File: config.mk
export PLATFORM = sky130hd
export DESIGN_NAME = murmur2_byte_stream_hash_top_flat
export DESIGN_NICKNAME = d
export VERILOG_FILES = /design/src/rtl/mbsh_pkg.sv /design/src/rtl/mbsh_if.sv /design/src/rtl/murmur2_byte_stream_hash_top.sv /design/src/rtl/mbsh_front.sv /design/src/rtl/mbsh_queue.sv /design/src/rtl/mbsh_back.sv /design/src/flat_wrapper.sv
export SDC_FILE = /design/constraint.sdc
export NUM_CORES = 1
export LEC_CHECK = 0
export BUFFER_PORTS_ARGS = -buffer_cell sky130_fd_sc_hd__buf_2
export CORE_MARGIN = 10
export CORE_UTILIZATION = 28
export DETAILED_ROUTE_END_ITERATION = 16
export SYNTH_ARGS = -nofsm -noshare
export SYNTH_HDL_FRONTEND = slang
export SYNTH_HIERARCHICAL = 1
export SYNTH_SLANG_ARGS = --single-unit
File: constraint.sdc
create_clock -name i_clk -period 11.44 [get_ports i_clk]
set_clock_uncertainty 0.2 [all_clocks]
set_input_delay 1.716 -clock i_clk [delete_from_list [all_inputs] [get_ports i_clk]]
set_output_delay 1.716 -clock i_clk [all_outputs]
set_load 0.05 [all_outputs]
File: src/rtl/mbsh_pkg.sv
// shared types and constants for the byte stream murmur2 hash
`default_nettype none

package mbsh_pkg;

    localparam logic [31:0] MixMul    = 32'h5bd1e995;
    localparam int          MixShift  = 24;
    localparam int          FinShiftA = 13;
    localparam int          FinShiftB = 15;
    localparam logic [31:0] SeedReset = 32'd5381;
    localparam int          QueueDepth = 4;

    // apb register map, byte addresses
    localparam logic [2:0]  AddrSeed  = 3'd0;

    // one command from the front end to the mixing engine
    typedef struct packed {
        logic        init;      // restart the hash from init_val
        logic        mix;       // word holds a full block to fold in
        logic        fin;       // finalize and emit a hash
        logic        tail;      // word holds leftover tail bytes
        logic [31:0] init_val;
        logic [31:0] word;
    } t_cmd;

    typedef enum logic [2:0] {
        ST_IDLE,
        ST_K1,
        ST_K2,
        ST_H,
        ST_TAIL,
        ST_FIN,
        ST_OUT
    } t_bstate;

endpackage

`default_nettype wire

File: src/rtl/mbsh_if.sv
// valid/ready channel interfaces for key bytes and finished hashes
`default_nettype none

interface mbsh_in_if;
    logic        valid;
    logic        ready;
    logic [7:0]  data_byte;
    logic [30:0] key_length;
    logic        first_item;
    logic        last_item;

    modport source (output valid, data_byte, key_length, first_item, last_item, input ready);
    modport sink   (input valid, data_byte, key_length, first_item, last_item, output ready);
endinterface

interface mbsh_out_if;
    logic        valid;
    logic        ready;
    logic [31:0] hash_value;

    modport source (output valid, hash_value, input ready);
    modport sink   (input valid, hash_value, output ready);
endinterface

`default_nettype wire

File: src/rtl/murmur2_byte_stream_hash_top.sv
// top level of the byte stream murmur2 hash with apb seed register
`default_nettype none

// MurmurHash2 (32-bit) over a key streamed one byte per transfer. The first
// transfer of a key carries the key length, which is XORed into the seed
// register (apb byte address 0, reset 5381) to start the hash; a zero-length
// first transfer carries no byte. The transfer with last_item set produces
// exactly one hash transfer on the output channel, no other transfer does.
// A front end takes a byte every cycle while its command queue has room and
// packs bytes into little-endian words. A mixing engine behind the queue owns
// the single 32x32 multiplier: a full word steps through states K1, K2, H
// after its issue, for a sustained one byte per cycle while the output is
// not held. Ending a key runs the tail multiply if tail bytes remain, then
// the final multiply and output load, after the word mix if it closes a
// full word. Output results sit in a register so the engine keeps going
// while a finished hash waits. Write the seed only while the block is idle.
module murmur2_byte_stream_hash_top #(
    parameter int QUEUE_DEPTH = mbsh_pkg::QueueDepth
) (
    input  wire          i_clk,
    input  wire          i_rst_n,
    mbsh_in_if.sink      i_in,
    mbsh_out_if.source   o_out,
    input  wire          psel,
    input  wire          penable,
    input  wire          pwrite,
    input  wire [2:0]    paddr,
    input  wire [31:0]   pwdata,
    output logic [31:0]  prdata,
    output logic         pready
);

    logic [31:0]    r_seed;
    logic           cfg_wr;

    logic           q_push;
    logic           q_pop;
    logic           q_full;
    logic           q_empty;
    mbsh_pkg::t_cmd q_in;
    mbsh_pkg::t_cmd q_out;

    // apb access: writes land in the access phase, no wait states
    assign pready = 1'b1;
    assign cfg_wr = psel && penable && pwrite;
    // only the seed sits in the map, only the upper address bit is decoded
    assign prdata = (paddr[2] == mbsh_pkg::AddrSeed[2]) ? r_seed : 32'd0;

    always_ff @(posedge i_clk) begin
        if (!i_rst_n) begin
            r_seed <= mbsh_pkg::SeedReset;
        end else if (cfg_wr && (paddr[2] == mbsh_pkg::AddrSeed[2])) begin
            r_seed <= pwdata;
        end
    end

    // byte packing and command issue
    mbsh_front u_front (
        .i_clk   (i_clk),
        .i_rst_n (i_rst_n),
        .i_in    (i_in),
        .i_seed  (r_seed),
        .i_full  (q_full),
        .o_push  (q_push),
        .o_cmd   (q_in)
    );

    // decouples byte intake from multiplier stalls
    mbsh_queue #(
        .DEPTH (QUEUE_DEPTH)
    ) u_queue (
        .i_clk   (i_clk),
        .i_rst_n (i_rst_n),
        .i_push  (q_push),
        .i_cmd   (q_in),
        .i_pop   (q_pop),
        .o_cmd   (q_out),
        .o_full  (q_full),
        .o_empty (q_empty)
    );

    // word mixing, tail fold and final mixes
    mbsh_back u_back (
        .i_clk   (i_clk),
        .i_rst_n (i_rst_n),
        .i_empty (q_empty),
        .i_cmd   (q_out),
        .o_pop   (q_pop),
        .o_out   (o_out)
    );

`ifndef SYNTHESIS
    // a command is never written into a full queue
    a_no_overflow: assert property (@(posedge i_clk) disable iff (!i_rst_n)
        q_push |-> !q_full)
        else $error("command queue overflow");

    // the engine never takes a command from an empty queue
    a_no_underflow: assert property (@(posedge i_clk) disable iff (!i_rst_n)
        q_pop |-> !q_empty)
        else $error("command queue underflow");

    // every accepted last byte issues a command, so no hash is lost
    a_last_issues: assert property (@(posedge i_clk) disable iff (!i_rst_n)
        (i_in.valid && i_in.ready && i_in.last_item) |-> q_push)
        else $error("last transfer issued no command");
`endif

endmodule

`default_nettype wire

File: src/rtl/mbsh_front.sv
// front end: takes key bytes, packs little-endian words, issues commands
`default_nettype none

module mbsh_front (
    input  wire              i_clk,
    input  wire              i_rst_n,
    mbsh_in_if.sink          i_in,
    input  wire [31:0]       i_seed,
    input  wire              i_full,
    output logic             o_push,
    output mbsh_pkg::t_cmd   o_cmd
);

    logic [31:0] r_wb;
    logic [1:0]  r_cnt;
    logic [31:0] n_wb;
    logic [1:0]  n_cnt;

    logic        accept;
    logic        take;
    logic [31:0] wb0;
    logic [1:0]  cnt0;
    logic [31:0] wb1;
    logic        mix;

    assign i_in.ready = !i_full;
    assign accept     = i_in.valid && !i_full;

    always_comb begin
        // a zero-length first item carries no byte
        take = !(i_in.first_item && (i_in.key_length == '0));
        wb0  = i_in.first_item ? 32'd0 : r_wb;
        cnt0 = i_in.first_item ? 2'd0 : r_cnt;
        wb1  = take ? (wb0 | (32'(i_in.data_byte) << {cnt0, 3'b000})) : wb0;
        mix  = take && (cnt0 == 2'd3);

        o_cmd.init     = i_in.first_item;
        o_cmd.mix      = mix;
        o_cmd.fin      = i_in.last_item;
        o_cmd.tail     = take && !mix;
        o_cmd.init_val = i_seed ^ {1'b0, i_in.key_length};
        o_cmd.word     = wb1;

        // bytes that only fill the buffer need no command
        o_push = accept && (i_in.first_item || mix || i_in.last_item);

        if (i_in.last_item || mix) begin
            n_wb  = 32'd0;
            n_cnt = 2'd0;
        end else begin
            n_wb  = wb1;
            n_cnt = take ? cnt0 + 2'd1 : cnt0;
        end
    end

    always_ff @(posedge i_clk) begin
        if (!i_rst_n) begin
            r_wb  <= 32'd0;
            r_cnt <= 2'd0;
        end else if (accept) begin
            r_wb  <= n_wb;
            r_cnt <= n_cnt;
        end
    end

endmodule

`default_nettype wire

File: src/rtl/mbsh_queue.sv
// small command fifo between front end and mixing engine
`default_nettype none

module mbsh_queue #(
    parameter int DEPTH = mbsh_pkg::QueueDepth
) (
    input  wire              i_clk,
    input  wire              i_rst_n,
    input  wire              i_push,
    input  mbsh_pkg::t_cmd   i_cmd,
    input  wire              i_pop,
    output mbsh_pkg::t_cmd   o_cmd,
    output logic             o_full,
    output logic             o_empty
);

    localparam int PtrW = (DEPTH > 1) ? $clog2(DEPTH) : 1;
    localparam int CntW = $clog2(DEPTH + 1);
    localparam logic [PtrW-1:0] PtrLast = PtrW'(DEPTH - 1);
    localparam logic [CntW-1:0] CntFull = CntW'(DEPTH);

    mbsh_pkg::t_cmd r_mem [DEPTH];
    logic [PtrW-1:0] r_wr;
    logic [PtrW-1:0] r_rd;
    logic [CntW-1:0] r_cnt;
    logic [CntW-1:0] n_cnt;

    assign o_full  = (r_cnt == CntFull);
    assign o_empty = (r_cnt == '0);
    assign o_cmd   = r_mem[r_rd];

    always_comb begin
        case ({i_push, i_pop})
            2'b10:   n_cnt = r_cnt + CntW'(1);
            2'b01:   n_cnt = r_cnt - CntW'(1);
            default: n_cnt = r_cnt;
        endcase
    end

    always_ff @(posedge i_clk) begin
        if (i_push) begin
            r_mem[r_wr] <= i_cmd;
        end
    end

    always_ff @(posedge i_clk) begin
        if (!i_rst_n) begin
            r_wr  <= '0;
            r_rd  <= '0;
            r_cnt <= '0;
        end else begin
            if (i_push) begin
                r_wr <= (r_wr == PtrLast) ? '0 : r_wr + PtrW'(1);
            end
            if (i_pop) begin
                r_rd <= (r_rd == PtrLast) ? '0 : r_rd + PtrW'(1);
            end
            r_cnt <= n_cnt;
        end
    end

endmodule

`default_nettype wire

File: src/rtl/mbsh_back.sv
// mixing engine: one shared 32x32 multiplier stepped by a sequencer
`default_nettype none

module mbsh_back (
    input  wire              i_clk,
    input  wire              i_rst_n,
    input  wire              i_empty,
    input  mbsh_pkg::t_cmd   i_cmd,
    output logic             o_pop,
    mbsh_out_if.source       o_out
);

    mbsh_pkg::t_bstate r_state;
    mbsh_pkg::t_bstate n_state;

    logic [31:0] r_hash;
    logic [31:0] r_k;
    logic [31:0] r_word;
    logic        r_fin;
    logic [31:0] r_out;
    logic        r_out_valid;

    logic [31:0] mul_a;
    logic [31:0] prod;
    logic        out_free;
    logic        load_out;

    assign out_free    = !r_out_valid || o_out.ready;
    assign prod        = mul_a * mbsh_pkg::MixMul;
    assign o_out.valid = r_out_valid;
    assign o_out.hash_value = r_out;

    // next state
    always_comb begin
        n_state = r_state;
        unique case (r_state)
            mbsh_pkg::ST_IDLE: begin
                if (!i_empty) begin
                    if (i_cmd.mix) begin
                        n_state = mbsh_pkg::ST_K1;
                    end else if (i_cmd.fin) begin
                        n_state = i_cmd.tail ? mbsh_pkg::ST_TAIL : mbsh_pkg::ST_FIN;
                    end
                end
            end
            mbsh_pkg::ST_K1:   n_state = mbsh_pkg::ST_K2;
            mbsh_pkg::ST_K2:   n_state = mbsh_pkg::ST_H;
            mbsh_pkg::ST_H:    n_state = r_fin ? mbsh_pkg::ST_FIN : mbsh_pkg::ST_IDLE;
            mbsh_pkg::ST_TAIL: n_state = mbsh_pkg::ST_FIN;
            mbsh_pkg::ST_FIN:  n_state = mbsh_pkg::ST_OUT;
            mbsh_pkg::ST_OUT:  n_state = out_free ? mbsh_pkg::ST_IDLE : mbsh_pkg::ST_OUT;
            default:           n_state = mbsh_pkg::ST_IDLE;
        endcase
    end

    // outputs: pop strobe, multiplier operand, output load
    always_comb begin
        o_pop    = 1'b0;
        mul_a    = 32'd0;
        load_out = 1'b0;
        unique case (r_state)
            mbsh_pkg::ST_IDLE: o_pop = !i_empty;
            mbsh_pkg::ST_K1:   mul_a = r_word;
            mbsh_pkg::ST_K2:   mul_a = r_k ^ (r_k >> mbsh_pkg::MixShift);
            mbsh_pkg::ST_H:    mul_a = r_hash;
            mbsh_pkg::ST_TAIL: mul_a = r_hash ^ r_word;
            mbsh_pkg::ST_FIN:  mul_a = r_hash ^ (r_hash >> mbsh_pkg::FinShiftA);
            mbsh_pkg::ST_OUT:  load_out = out_free;
            default:           mul_a = 32'd0;
        endcase
    end

    always_ff @(posedge i_clk) begin
        if (!i_rst_n) begin
            r_state     <= mbsh_pkg::ST_IDLE;
            r_hash      <= 32'd0;
            r_out_valid <= 1'b0;
        end else begin
            r_state <= n_state;
            if (o_pop && i_cmd.init) begin
                r_hash <= i_cmd.init_val;
            end else if (r_state == mbsh_pkg::ST_H) begin
                r_hash <= prod ^ r_k;
            end else if (r_state == mbsh_pkg::ST_TAIL) begin
                // the tail-mixed hash stays as the running hash
                r_hash <= prod;
            end
            if (load_out) begin
                r_out_valid <= 1'b1;
            end else if (o_out.ready) begin
                r_out_valid <= 1'b0;
            end
        end
    end

    always_ff @(posedge i_clk) begin
        if (o_pop) begin
            r_word <= i_cmd.word;
            r_fin  <= i_cmd.fin;
        end
        if (r_state == mbsh_pkg::ST_K1 || r_state == mbsh_pkg::ST_K2 ||
            r_state == mbsh_pkg::ST_FIN) begin
            r_k <= prod;
        end
        if (load_out) begin
            r_out <= r_k ^ (r_k >> mbsh_pkg::FinShiftB);
        end
    end

endmodule

`default_nettype wire
File: src/flat_wrapper.sv
// flat-port wrapper written by rule: the top's interface ports become plain ports
module murmur2_byte_stream_hash_top_flat 
#(
    parameter int QUEUE_DEPTH = mbsh_pkg::QueueDepth
)
  (i_clk, i_rst_n, psel, penable, pwrite, paddr, pwdata, prdata, pready, i_in_valid, i_in_data_byte, i_in_key_length, i_in_first_item, i_in_last_item, i_in_ready, o_out_valid, o_out_hash_value, o_out_ready);
  mbsh_in_if i_in_i ();
  mbsh_out_if o_out_i ();
  input  wire i_clk;
  input  wire i_rst_n;
  input  wire psel;
  input  wire penable;
  input  wire pwrite;
  input  wire [2:0] paddr;
  input  wire [31:0] pwdata;
  output logic [31:0] prdata;
  output logic pready;
  input wire logic [$bits(i_in_i.valid)-1:0] i_in_valid;
  input wire logic [$bits(i_in_i.data_byte)-1:0] i_in_data_byte;
  input wire logic [$bits(i_in_i.key_length)-1:0] i_in_key_length;
  input wire logic [$bits(i_in_i.first_item)-1:0] i_in_first_item;
  input wire logic [$bits(i_in_i.last_item)-1:0] i_in_last_item;
  output wire logic [$bits(i_in_i.ready)-1:0] i_in_ready;
  output wire logic [$bits(o_out_i.valid)-1:0] o_out_valid;
  output wire logic [$bits(o_out_i.hash_value)-1:0] o_out_hash_value;
  input wire logic [$bits(o_out_i.ready)-1:0] o_out_ready;
  assign i_in_i.valid = i_in_valid;
  assign i_in_i.data_byte = i_in_data_byte;
  assign i_in_i.key_length = i_in_key_length;
  assign i_in_i.first_item = i_in_first_item;
  assign i_in_i.last_item = i_in_last_item;
  assign i_in_ready = i_in_i.ready;
  assign o_out_valid = o_out_i.valid;
  assign o_out_hash_value = o_out_i.hash_value;
  assign o_out_i.ready = o_out_ready;
  murmur2_byte_stream_hash_top #(.QUEUE_DEPTH(QUEUE_DEPTH)) u_core (.i_clk(i_clk), .i_rst_n(i_rst_n), .i_in(i_in_i), .o_out(o_out_i), .psel(psel), .penable(penable), .pwrite(pwrite), .paddr(paddr), .pwdata(pwdata), .prdata(prdata), .pready(pready));
endmodule
== Yosys cells after proc, flatten, opt, wreduce, memory -nomap -nowiden ==
Memories as Yosys holds them, arrays and structs flattened. A register that Yosys moved wholly into a read port is not among the register bits.
Index checks and enable logic that the tools add are counted.
Widths: inputs -> output; s select.

* Equality and inequality tests: 14
* Reductions and logical operators: 27
* Shifts and indexed selects: 1
* Bitwise operators: 8
* Add/sub/neg operators: 5
* Multiplexer cells: 29
* $mul: 1

{| class="wikitable"
|+ Operators with widths
! kind !! number
|-
| $mux 32 || 7
|-
| $pmux 32 s5 || 1
|-
| $xor 32x32->32 || 2
|-
| $mul 32x31->32 const B || 1
|-
| $or 32x32->32 || 1
|-
| $shl 8x5->32 || 1
|-
| $xor 32x17->32 || 1
|-
| $xor 32x19->32 || 1
|-
| $xor 32x31->32 || 1
|-
| $xor 32x8->32 || 1
|-
| $logic_not 31->1 || 1
|-
| $pmux 3 s7 || 1
|-
| $mux 3 || 5
|-
| $mux 2 || 7
|-
| $eq 3x3->1 const B || 4
|-
| $logic_and 1x1->1 || 9
|-
| $eq 2x2->1 const B || 4
|-
| $mux 1 || 7
|-
| $add 2x1->2 const B || 3
|-
| $eq 3x2->1 const B || 2
|-
| $logic_not 3->1 || 2
|-
| $logic_or 1x1->1 || 6
|-
| $pmux 3 s2 || 1
|-
| $logic_not 1->1 || 5
|-
| 10 further kinds || 11
|}

* Logic and storage cells: 99
* Flip-flop bits (word level): 206
* Output and inout port bits: 67
* RAM bits: 272
* Bits of input ports: 83
* Memories kept: 1

{| class="wikitable"
|+ Memory list
! memory !! depth !! bits a word !! read ports !! clocked after memory_dff !! wr ports !! line !! text
|-
| u_core.u_queue.r_mem || 4 || 68 || 1 || 1 || 1 || mbsh_queue.sv:22 || <nowiki>mbsh_pkg::t_cmd r_mem [DEPTH];</nowiki>
|}

== Longest topological paths before layout ==
* Word-level depth: 9
* Depth in mapped cells: 36
* Depth with buffers taken out: 33

== Cells and area by module ==
Netlist, hierarchy kept.

{| class="wikitable"
|+ Modules (own cells, without submodules)
! module !! times used !! area each (um2) !! seq. area each (um2) !! cells an instance
|-
| mbsh_back || 1 || 15571.2 || 3633.5 || 1561
|-
| mbsh_queue || 1 || 10299.9 || 8348.0 || 403
|-
| mbsh_front || 1 || 2080.7 || 680.7 || 232
|-
| murmur2_byte_stream_hash_top || 1 || 1562.7 || 640.6 || 177
|}

== Worst setup path before layout ==
No wires, ideal clock.

* Kind: flip-flop to flip-flop
* Start point: register u_core.u_back.r_state[1]
* End point: register u_core.u_back.r_hash[31]
* Cell stages (with the launch flop): 28
* Path slack: 3.085 ns
* Data arrival time: 8.076 ns
* Period minus slack after synthesis: 8.355 ns
* Setup time: 0.079 ns
* Data required time: 11.161 ns
* Path buffers: 4
* Cell sequence: dfxtp_1 and2b_1 buf_4 buf_2 clkbuf_1 buf_1 a22oi_1 o21ai_0 fa_1 fa_1 inv_1 fa_1 inv_1 fa_1 fa_1 fa_1 fa_1 fa_1 xor2_1 xnor2_1 xnor2_1 xnor2_1 xnor2_1 xnor3_1 xnor2_2 xnor2_2 xnor2_1 a211oi_2

* Cells in the longest elaborated chain, start to end: 6
* Elaborated cells between the ends (all ways): 15
* Classes of those cells: 1 x mul; 5 x eq/ne; 5 x mux; 1 x bitwise; 3 x reduce/logical

{| class="wikitable"
|+ RTL lines
! item !! line !! text
|-
| from (decl) || mbsh_back.sv:13 || <nowiki>mbsh_pkg::t_bstate r_state;</nowiki>
|-
| from (signal assigned) || mbsh_back.sv:75 || <nowiki>r_state <= mbsh_pkg::ST_IDLE;</nowiki>
|-
| from (signal assigned) || mbsh_back.sv:79 || <nowiki>r_state <= n_state;</nowiki>
|-
| $eq 3x3->1 (tied with other cells) || mbsh_back.sv:61 || <nowiki>unique case (r_state)</nowiki>
|-
| $pmux 32 s5 * || mbsh_back.sv:61 ||
|-
| $mul 32x31->32 * || mbsh_back.sv:29 || <nowiki>assign prod = mul_a * mbsh_pkg::MixMul;</nowiki>
|-
| via u_core.u_back.prod[31] || mbsh_back.sv:24 || <nowiki>logic [31:0] prod;</nowiki>
|-
| $mux 32 / $xor 32x32->32 (equally long branches) || mbsh_back.sv:84, mbsh_back.sv:83 ||
|-
| $mux 32 * || mbsh_back.sv:82 || <nowiki>end else if (r_state == mbsh_pkg::ST_H) begin</nowiki>
|-
| $mux 32 * || mbsh_back.sv:80 || <nowiki>if (o_pop && i_cmd.init) begin</nowiki>
|-
| to (signal assigned) || mbsh_back.sv:81 || <nowiki>r_hash <= i_cmd.init_val;</nowiki>
|-
| to (signal assigned) || mbsh_back.sv:83 || <nowiki>r_hash <= prod ^ r_k;</nowiki>
|-
| to (signal assigned) || mbsh_back.sv:86 || <nowiki>r_hash <= prod;</nowiki>
|-
| to (decl) || mbsh_back.sv:16 || <nowiki>logic [31:0] r_hash;</nowiki>
|}

The timed path passes the listed nets; every way through them passes the cells marked *. The select of a mux whose other input is x is not followed.
A chain may end at the register's enable or synchronous reset.

== Worst setup path in the final report ==
* Start point: register u_core.u_back.r_state[1]
* End point: register u_core.u_back.r_hash[26]

The elaborated chain is that of the path after synthesis.

==> impl_metrics.py <==
metrics = {
    "setup_path": {
        "r2r-end": "u_core/u_back/r_hash[26]$_SDFFE_PN0P_",
        "critPathArrivalTime_ns": 10.30,
        "worstRegToRegCells": 29,
        "critPathLaunchType": "flop",
        "path_max_fanout": 24,
        "critical_path_required_ns": 11.73,
        "crit_top_cell": "inv_1",
        "crit_path_top_delay_cell": "dfxtp_1",
        "setup.worst_path.end": "u_core/u_back/r_hash[26]$_SDFFE_PN0P_",
        "timing.rr.start": "u_core/u_back/r_state[1]$_SDFFE_PN0P_",
        "critPathLaunch": "u_core/u_back/r_state[1]$_SDFFE_PN0P_",
        "crit_type": "flop to flop",
        "cp-end-kind": "flop",
        "cpPeakStageDelay_ns": 0.89,
        "ff2ff_setup_slack_ns": 1.43,
    },
    "timing": {
        "slew_headroom_pct": 13.50,
        "worst_pin_slew_ns": 1.293,
        "drv_slew": 0,
        "hold_violations": 0,
        "setup_viol": 0,
        "min_period_ns": 10.01,
        "grt_setup_unrepaired": "no",
        "timing.fmax_mhz": 99.88,
        "post-route-period-util_pct": 87.52,
        "fin_tns_setup_ns": 0,
    },
    "global_routing": {
        "grt_overflow": 0,
        "grt_max_degree": 80,
        "antenna_found_initial": 1,
        "gr-usage-all-layers_pct": 13.51,
        "grt_pass1_wl_um": 121800,
        "grt_pass1_vias": 18750,
    },
    "synthesis": {
        "netlist_top_cells_area": "edfxtp_1 (38%), fa_1 (12%), ha_1 (9.5%)",
        "syn_nets": 2861,
        "synthesis.area_um2": 29510,
        "synthArstFlopShare_pct": 0,
        "synth_top_area_share_pct": 37.54,
        "synth_top_cell_by_area": "edfxtp_1",
        "synth_flop_cell": "edfxtp_1",
        "synth.avg_cell_area_um2": 12.44,
        "ys_seq_area_share_pct": 45.07,
        "ys_ff_latch": 480,
        "synth-edff-count": 369,
        "ys_top_cells_by_count": "inv_1 (390), edfxtp_1 (369), ha_1 (223)",
        "yosys_warnings": 6,
        "yosysUniqueCellTypes": 84,
        "syn_inst": 2373,
        "yosys.cell_count.top_type": "inv_1",
    },
    "die": {
        "core_um2": 105000,
        "start_util_pct": 28.12,
        "io_pins": 150,
        "die-area_um2": 118800,
        "dieWidth_um": 344.7,
        "rows": 119,
        "die_h_um": 344.7,
    },
    "route": {
        "drc_errors": 0,
        "drt-total-wl_um": 80610,
        "ant_nets": 0,
        "drt_iter0_markers": 1734,
        "wire_per_inst_um": 20.47,
        "viasPerCell": 4.722,
        "vias": 18590,
        "drtPass1Iterations": 6,
    },
    "placement": {
        "gp_congestion": 0.8992,
        "io_buffers": 146,
        "detailed_place_hpwl_um": 59300,
    },
    "min_path": {
        "min-delay-path-class": "flop to flop",
    },
    "cts": {
        "ctsRootBufferMaster": "clkbuf_16",
        "cts_buffer_depth": 3,
        "numCtsBuffers": 49,
        "path_clk_slew_ns": 0.06,
        "cts_tree": "yes",
        "cts_setup_buffers": 0,
        "htreeDepth": 2,
        "clock_latency_ns": 0.62,
        "hold_buffers": 0,
        "cts_resized": 0,
        "cts_sinks": 480,
    },
    "outcome": {
        "status": "completed",
    },
    "layout": {
        "nNetsFinal": 2993,
        "syn2layout_area_growth_pct": 12.87,
        "drive_gt1_share_pct": 15.00,
    },
    "run": {
        "max-cap-violations": 0,
    },
}
[flip-flops by register name, summed over array words and instances, names as in the netlist, named ones only]
signal,flops
u_core/u_queue/r_wr,2
u_core/u_queue/r_cnt,3
u_core/u_back/o_out.hash_value,32
u_core/u_back/r_fin,1
u_core/u_front/r_cnt,2
u_core/u_queue/r_rd,2
u_core/u_back/r_k,32
u_core/u_back/o_out.valid,1
u_core/r_seed,32
u_core/u_back/r_state,3
u_core/u_front/r_wb,32
u_core/u_queue/r_mem,272
u_core/u_back/r_word,32
u_core/u_back/r_hash,32
[metrics by stage]
stage | setup slack, ns | utilization [%] | cell area (um^2) | cells | hold slack (ns)
floorplan | 3.085 | - | 29510 | 2373 | 0.2178
global placement | 1.713 | 30.15 | 31650 | 3845 | 0.2234
detailed placement | 1.636 | 30.15 | 31650 | 3845 | 0.2320
CTS | 1.615 | 31.73 | 33310 | 3937 | 0.2462
global route | 1.007 | 31.73 | 33310 | 3937 | 0.2627
finish | 1.428 | 31.74 | 33310 | 3938 | 0.2433
[logic make-up (layout without fill, tap and decap cells)]
logic type               after synthesis  after routing  synth area share (%)
AND/OR/NAND/NOR                      394            394                 6.495
XOR/XNOR                             148            148                 4.540
other                                  1              2               0.01271
flip-flops                           480            480                 45.07
adder cells (fa/ha/maj)              405            405                 21.80
multiplexers                         110            110                 6.613
buffers and inverters                488            661                 7.075
AO/OA/AOI/OAI                        347            347                 8.394
[layout by cell type, fill, tap and decap left out, types with 9 or more instances in the layout]
cell / instances
a211oi_1: 9
a21o_1: 12
a21oi_1: 83
a221oi_1: 19
a222oi_1: 14
a22o_2: 20
a22oi_1: 12
a31oi_1: 11
a32oi_1: 10
and2_1: 11
buf_2: 145
buf_4: 33
clkbuf_1: 11
clkbuf_16: 49
clkinv_2: 10
dfxtp_1: 109
edfxtp_1: 369
fa_1: 182
ha_1: 223
inv_1: 390
mux2i_1: 42
mux4_2: 68
nand2_1: 143
nor2_1: 102
nor2b_1: 65
o211ai_1: 16
o21ai_0: 60
o21ai_1: 10
o41ai_2: 10
xnor2_1: 59
xor2_1: 85
[routing by layer]
layer / vias to the layer above / routed length [um] / GRT usage, % / share of wire (%)
li1: 8509 / - / - / -
met1: 9285 / 34790 / 18.35 / 43
met2: 664 / 37350 / 21.53 / 46
met3: 136 / 5783 / 2.651 / 7.2
met4: 0 / 2684 / 4.276 / 3.3
met5: - / 0 / 0 / 0
[layout make-up]
| type | instances | area [um^2] |
|---|---|---|
| diodes | 1 | 2.502 |
| clock buffers | 63 | 1309 |
| clock inverters | 29 | 354.1 |
| fillers | 10550 | 71660 |
| inverters | 391 | 1468 |
| multi-input cells | 1405 | 14160 |
| flip-flops and latches | 480 | 13310 |
| well taps | 1391 | 1740 |
| repair buffers | 178 | 973.4 |
[worst max-delay path, delay by kind of cell (launching register included)]
kind,cells,cell delay (ns)
compound gates,9,2.32
buf+inv,8,1.28
fa+ha+maj,9,3.72
flops,1,0.89
mux,1,0.26
simple gates,2,1.20
[worst min-delay path by stage]
stage                                        startpoint                                   to  slack (ns)  cells after the start
floorplan           u_core/u_front/r_wb[0]$_SDFFE_PN0P_  u_core/u_front/r_wb[0]$_SDFFE_PN0P_        0.22                      2
global placement    u_core/u_front/r_wb[2]$_SDFFE_PN0P_  u_core/u_front/r_wb[2]$_SDFFE_PN0P_        0.22                      2
detailed placement  u_core/u_front/r_wb[1]$_SDFFE_PN0P_  u_core/u_front/r_wb[1]$_SDFFE_PN0P_        0.23                      2
CTS                 u_core/u_front/r_wb[1]$_SDFFE_PN0P_  u_core/u_front/r_wb[1]$_SDFFE_PN0P_        0.25                      2
global route        u_core/u_front/r_wb[4]$_SDFFE_PN0P_  u_core/u_front/r_wb[4]$_SDFFE_PN0P_        0.26                      2
finish              u_core/u_front/r_wb[1]$_SDFFE_PN0P_  u_core/u_front/r_wb[1]$_SDFFE_PN0P_        0.24                      2
Power is left out: the tool's default activity adds up to more than one toggle a clock period on the data nets, which glitch-free logic cannot reach.
